**src/rtl/ao_blend_pkg.sv**
```systemverilog
`default_nettype none
package ao_blend_pkg;

  localparam int unsigned ChW      = 8;
  localparam int unsigned NumCh    = 3;
  localparam int unsigned WideW    = 16;
  localparam int unsigned NumW     = 24;
  localparam int unsigned DivSteps = 8;
  // products, num/den, then one quotient bit per stage
  localparam int unsigned NumStage = DivSteps + 2;
  localparam logic [ChW-1:0] ChMax = 8'd255;

  typedef struct packed {
    logic                              byp;
    logic [4*ChW-1:0]                  pix;
    logic [NumCh-1:0][ChW-1:0]         sc;
    logic [NumCh-1:0][ChW-1:0]         dc;
    logic [WideW-1:0]                  sa255;
    logic [WideW-1:0]                  dw;
    logic [WideW-1:0]                  den;
    logic [NumCh-1:0][NumW-1:0]        rem;
    logic [NumCh-1:0][ChW-1:0]         quo;
    logic [ChW-1:0]                    alpha;
  } stage_t;

endpackage
`default_nettype wire

```
**src/rtl/alpha_over_pixel_blend_core.sv**
```systemverilog
`default_nettype none
// channel | ports                                   | handshake
// input   | in_src_*, in_dst_* (r, g, b, alpha)     | in_valid / in_ready
// result  | out_red, out_green, out_blue, out_alpha | out_valid / out_ready
// one pixel per cycle whenever the pipe is not held
// stage 1 forms the alpha products, stage 2 numerators and denominator,
// stages 3 to 10 each settle one quotient bit of the three color divides
// the whole pipe advances together; it holds only while the last stage is full
// and out_ready is low, so nothing is dropped or repeated
// reset clears the stage valid bits only
module alpha_over_pixel_blend_core
  import ao_blend_pkg::*;
(
  input  wire logic           clk,
  input  wire logic           rst_n,
  input  wire logic           in_valid,
  output logic                in_ready,
  input  wire logic [ChW-1:0] in_src_red,
  input  wire logic [ChW-1:0] in_src_green,
  input  wire logic [ChW-1:0] in_src_blue,
  input  wire logic [ChW-1:0] in_src_alpha,
  input  wire logic [ChW-1:0] in_dst_red,
  input  wire logic [ChW-1:0] in_dst_green,
  input  wire logic [ChW-1:0] in_dst_blue,
  input  wire logic [ChW-1:0] in_dst_alpha,
  output logic                out_valid,
  input  wire logic           out_ready,
  output logic [ChW-1:0]      out_red,
  output logic [ChW-1:0]      out_green,
  output logic [ChW-1:0]      out_blue,
  output logic [ChW-1:0]      out_alpha
);

  localparam int unsigned Last = NumStage - 1;

  logic [NumStage-1:0] v_r;
  stage_t              st_r   [NumStage];
  stage_t              st_nxt [NumStage];
  logic                adv;
  logic [WideW:0]      alpha_sum;

  assign adv      = !v_r[Last] || out_ready;
  assign in_ready = adv;

  always_comb begin
    logic [NumW-1:0] dsh;
    logic [ChW-1:0]  w;
    w = ChMax - in_src_alpha;
    dsh = '0;
    // entry: bypass decision and the two alpha products
    st_nxt[0]        = st_r[0];
    st_nxt[0].byp    = (in_src_alpha == '0) || (in_src_alpha == ChMax) || (in_dst_alpha == '0);
    st_nxt[0].pix    = (in_src_alpha == '0) ?
                       {in_dst_red, in_dst_green, in_dst_blue, in_dst_alpha} :
                       {in_src_red, in_src_green, in_src_blue, in_src_alpha};
    st_nxt[0].sc     = {in_src_red, in_src_green, in_src_blue};
    st_nxt[0].dc     = {in_dst_red, in_dst_green, in_dst_blue};
    st_nxt[0].sa255  = {in_src_alpha, 8'd0} - {8'd0, in_src_alpha};
    st_nxt[0].dw     = in_dst_alpha * w;
    // numerators and denominator
    st_nxt[1]        = st_r[0];
    st_nxt[1].den    = st_r[0].sa255 + st_r[0].dw;
    for (int c = 0; c < NumCh; c++) begin
      st_nxt[1].rem[c] = st_r[0].sc[c] * st_r[0].sa255 + st_r[0].dc[c] * st_r[0].dw;
      st_nxt[1].quo[c] = '0;
    end
    // one restoring divide step per stage, msb first
    for (int i = 1; i <= DivSteps; i++) begin
      st_nxt[i+1] = st_r[i];
      dsh = {{(NumW-WideW){1'b0}}, st_r[i].den} << (DivSteps - i);
      for (int c = 0; c < NumCh; c++) begin
        if (st_r[i].rem[c] >= dsh) begin
          st_nxt[i+1].rem[c]               = st_r[i].rem[c] - dsh;
          st_nxt[i+1].quo[c][DivSteps - i] = 1'b1;
        end
      end
    end
    // den / 255 for den below 65280
    st_nxt[2].alpha = alpha_sum[WideW-1:ChW];
  end

  assign alpha_sum = {1'b0, st_r[1].den} + 17'd1 + {9'd0, st_r[1].den[WideW-1:ChW]};

  always_ff @(posedge clk) begin
    if (!rst_n) begin
      v_r <= '0;
    end else if (adv) begin
      v_r <= {v_r[Last-1:0], in_valid};
    end
  end

  always_ff @(posedge clk) begin
    if (adv) begin
      for (int i = 0; i < NumStage; i++) begin
        st_r[i] <= st_nxt[i];
      end
    end
  end

  assign out_valid = v_r[Last];
  assign out_red   = st_r[Last].byp ? st_r[Last].pix[31:24] : st_r[Last].quo[2];
  assign out_green = st_r[Last].byp ? st_r[Last].pix[23:16] : st_r[Last].quo[1];
  assign out_blue  = st_r[Last].byp ? st_r[Last].pix[15:8]  : st_r[Last].quo[0];
  assign out_alpha = st_r[Last].byp ? st_r[Last].pix[7:0]   : st_r[Last].alpha;

  a_hold: assert property (@(posedge clk) disable iff (!rst_n)
    out_valid && !out_ready |=> out_valid)
    else $error("result dropped while stalled");
  a_enter: assert property (@(posedge clk) disable iff (!rst_n)
    in_valid && in_ready |=> v_r[0])
    else $error("accepted request not captured");
  a_freeze: assert property (@(posedge clk) disable iff (!rst_n)
    !adv |=> $stable(v_r))
    else $error("pipe moved during stall");
  a_rem: assert property (@(posedge clk) disable iff (!rst_n)
    out_valid && !st_r[Last].byp |->
      (st_r[Last].rem[0] < {8'd0, st_r[Last].den}) &&
      (st_r[Last].rem[1] < {8'd0, st_r[Last].den}) &&
      (st_r[Last].rem[2] < {8'd0, st_r[Last].den}))
    else $error("divide remainder not reduced");

endmodule
`default_nettype wire
```
**config.mk**
```make
export PLATFORM = sky130hd
export DESIGN_NAME = alpha_over_pixel_blend_core
export DESIGN_NICKNAME = d
export VERILOG_FILES = /design/src/rtl/ao_blend_pkg.sv /design/src/rtl/alpha_over_pixel_blend_core.sv
export SDC_FILE = /design/constraint.sdc
export NUM_CORES = 2
export LEC_CHECK = 0
export ABC_CLOCK_PERIOD_IN_PS = 51700
export BUFFER_PORTS_ARGS = -buffer_cell sky130_fd_sc_hd__buf_2
export CAP_MARGIN = 30
export CORE_MARGIN = 2
export CORE_UTILIZATION = 25
export CTS_CLUSTER_DIAMETER = 40
export CTS_CLUSTER_SIZE = 30
export DETAILED_ROUTE_END_ITERATION = 10
export HOLD_SLACK_MARGIN = 0.03
export PLACE_DENSITY = 0.46
export SLEW_MARGIN = 25
export SYNTH_ARGS = -nofsm -noshare
export SYNTH_HDL_FRONTEND = slang
export SYNTH_SLANG_ARGS = --single-unit
```
**constraint.sdc**
```tcl
create_clock -name clk -period 51.7 [get_ports clk]
set_clock_uncertainty 0.2 [all_clocks]
set_input_delay 10.34 -clock clk [delete_from_list [all_inputs] [get_ports clk]]
set_output_delay 10.34 -clock clk [all_outputs]
set_load 0.005 [all_outputs]
```
==> impl_metrics.py <==
metrics = {
    "route": {
        "drt_iter0_drc": 3445,
        "vias": 57300,
        "wl_um": 241000,
        "wl_per_cell_um": 18.6,
        "final_antenna_net_count": 0,
        "viasPerCell": 4.42,
        "dr.pass1.iters": 9,
        "drc": 10,
    },
    "floorplanning": {
        "num_io_pins": 102,
        "start_util_pct": 25.1,
        "row_count": 219,
        "die-height_um": 602,
        "core_um2": 356000,
        "dieArea_um2": 362000,
        "chipWidth_um": 602,
    },
    "yosys": {
        "synthXorXnorAreaFrac_pct": 4.18,
        "ys_types": 94,
        "synth_area_per_cell_um2": 11.4,
        "synth_compound_gate_area_share_pct": 9.26,
        "yosysTopAreaCell": "edfxtp_1",
        "synth_edf_count": 1286,
        "yosysSeqAreaShare_pct": 43.5,
        "ys.flop_type": "edfxtp_1",
        "synthAdderAreaFrac_pct": 24.5,
        "yosysTopAreaCellShare_pct": 43.3,
        "yosys_register_bits": 1296,
        "synth_area_leaders": "edfxtp_1 43%, fa_1 15%, ha_1 9.2%",
        "syn-num-nets": 9257,
        "synth_top_family_by_area": "adder cells",
        "async_flop_share_pct": 0,
        "yosys.area_share.simple_pct": 11.5,
        "ys_warn_count": 0,
        "synthesis.area_um2": 89300,
        "synth_mux_area_share_pct": 1.82,
        "synthCells": 7850,
        "synth.most_common_cell": "edfxtp_1",
        "synth_commonest_cells": "1286 x edfxtp_1, 1021 x inv_1, 767 x nand2_1",
    },
    "clock_tree": {
        "cts_hold_buffers": 0,
        "ctsLongestPathBuffers": 4,
        "cts_num_sinks": 1296,
        "post_cts.repair.setup_buffers": 0,
        "cts_root_buffer": "clkbuf_16",
        "cts_resized": 0,
        "h-tree-depth": 4,
        "clock_latency_ns": 0.91,
        "numCtsBuffers": 209,
        "cts_tree": "yes",
        "path_clk_slew_ns": 0.06,
    },
    "final_layout": {
        "drive_gt1_share_pct": 8.57,
        "nets": 9430,
        "post-route-util_pct": 28.9,
        "fill_cells": 36600,
        "area_delta_synth_final_pct": 15.0,
        "fin_area_um2": 103000,
    },
    "grt": {
        "global_route.usage.met1_pct": 17.0,
        "grt_usage_pct": 13.3,
        "grt_max_degree": 171,
        "grt.busiest_layer": "met2",
        "antenna_found_initial": 14,
        "grt_pass1_wl_um": 369000,
        "grtUsageMet2_pct": 22.5,
        "first_global_vias": 59900,
        "use_met3_pct": 1.65,
        "grt_overflow": 0,
    },
    "flow_run": {
        "cap_violations": 0,
    },
    "worst_setup_path": {
        "path_max_fanout": 81,
        "startpoint_type": "input port",
        "crit_required_ns": 41.16,
        "worstPathArrival_ns": 11.90,
        "cp-end-kind": "output port",
        "worstSetupPathType": "input port to output port",
    },
    "sta": {
        "slew_violations": 0,
        "tightestPinTransition_ns": 1.05,
        "report.final.hold_viol_count": 0,
        "setup_viol": 0,
        "max_slew_margin_pct": 29.9,
        "period_needed_ns": 22.44,
        "rsz0062_at_grt": "false",
        "fin_crit_sh_pct": 43.4,
        "timing.fmax_mhz": 44.6,
        "fin_setup_tns_ns": 0,
    },
    "placed_design": {
        "dpl_cell_area_um2": 95500,
        "portBuffers": 101,
        "hpwl_um": 187000,
        "place.gp.congestion": 0.851,
    },
    "run_status": {
        "violations": "DRC",
        "status": "complete, but fails checks",
    },
    "hold_path": {
        "hp-class": "register to register",
    },
}
==> cell type report <==
type,instances,area (um^2),area share (%)
multi-input combinational,5317,45800,44.6
inverter,1024,3850,3.75
timing repair buffer,175,1170,1.14
clock inverter,151,1720,1.68
sequential,1296,38800,37.8
clock buffer,227,5320,5.18
antenna,5,12.5,0.0122
tap,4751,5940,5.79
==> cells in the final DEF, fill, tap and decap left out, types with 18 or more instances in the layout <==
master	Yosys	layout
clkinv_4	0	19
or3_1	23	23
clkinvlp_4	0	21
clkinv_1	3	19
o2111ai_1	18	18
mux2i_1	21	21
ha_1	657	657
and2_1	366	365
xor2_1	154	154
nand4_1	54	54
nand2_1	767	767
inv_1	1021	1021
o21ai_0	308	307
nor2b_1	106	105
a31oi_1	34	32
a21oi_1	401	400
edfxtp_1	1286	1286
buf_2	30	101
a211oi_1	30	30
o31ai_1	30	30
a21boi_0	28	28
inv_8	0	21
o21a_1	70	70
mux2_2	126	126
nor4_1	39	38
nand2b_1	85	85
a21o_1	169	169
o21bai_1	43	43
bufinv_16	0	20
inv_6	0	31
xnor2_1	272	272
clkbuf_16	0	210
and3_1	29	29
nor2_1	354	354
buf_4	5	66
nand3_1	91	91
nor3_1	101	101
o211ai_1	27	27
fa_1	682	682
==> path summary, 6_finish.rpt <==
kind | slack (ns) | cells past startpoint | startpoint | end
hold / removal | 0.19 | 0 | st_r[5][232] | st_r[6][232]
hold reg to reg | 0.19 | 0 | st_r[5][232] | st_r[6][232]
setup reg to reg | 44.22 | 19 | st_r[0][144] | st_r[1][101]
setup / recovery | 29.26 | 4 | out_ready | in_ready
==> cells by family (layout without fill, tap and decap cells) <==
kind of cell | after synthesis | after routing
buffers and inverters | 1237 | 1577
flip-flops | 1296 | 1296
multiplexers | 147 | 147
adder cells (fa/ha/maj) | 1339 | 1339
XOR/XNOR | 426 | 426
AND/OR/NAND/NOR | 2098 | 2098
AO/OA/AOI/OAI | 1307 | 1307
other | 0 | 5
==> routing by layer <==
layer	wire length [um]	part of all wire, %
met1	107000	44
met4	11000	4.6
met2	115000	48
met5	12	0.0050
met3	7940	3.3
==> flip-flops by register name, indices dropped and copies added (netlist names) <==
register,flops
st_r,1286
v_r,10
==> per-stage QoR <==
stage	hold WS [ns]	setup WS (ns)	cells
after floorplan	0.200	7.49	7850
after global placement	0.201	29.28	12600
after detailed placement	0.205	29.25	12600
after CTS	0.172	29.24	12900
after global routing	0.184	29.12	12900
final	0.190	29.26	12900
==> critical path, cell delays in order <==
cell and delay (ns):
buf_2 0.10, nor2b_1 0.71, inv_8 0.41, buf_2 0.28
Power is not shown: default switching activity piles up to over one toggle a cycle in this logic, so the estimate is an artifact.
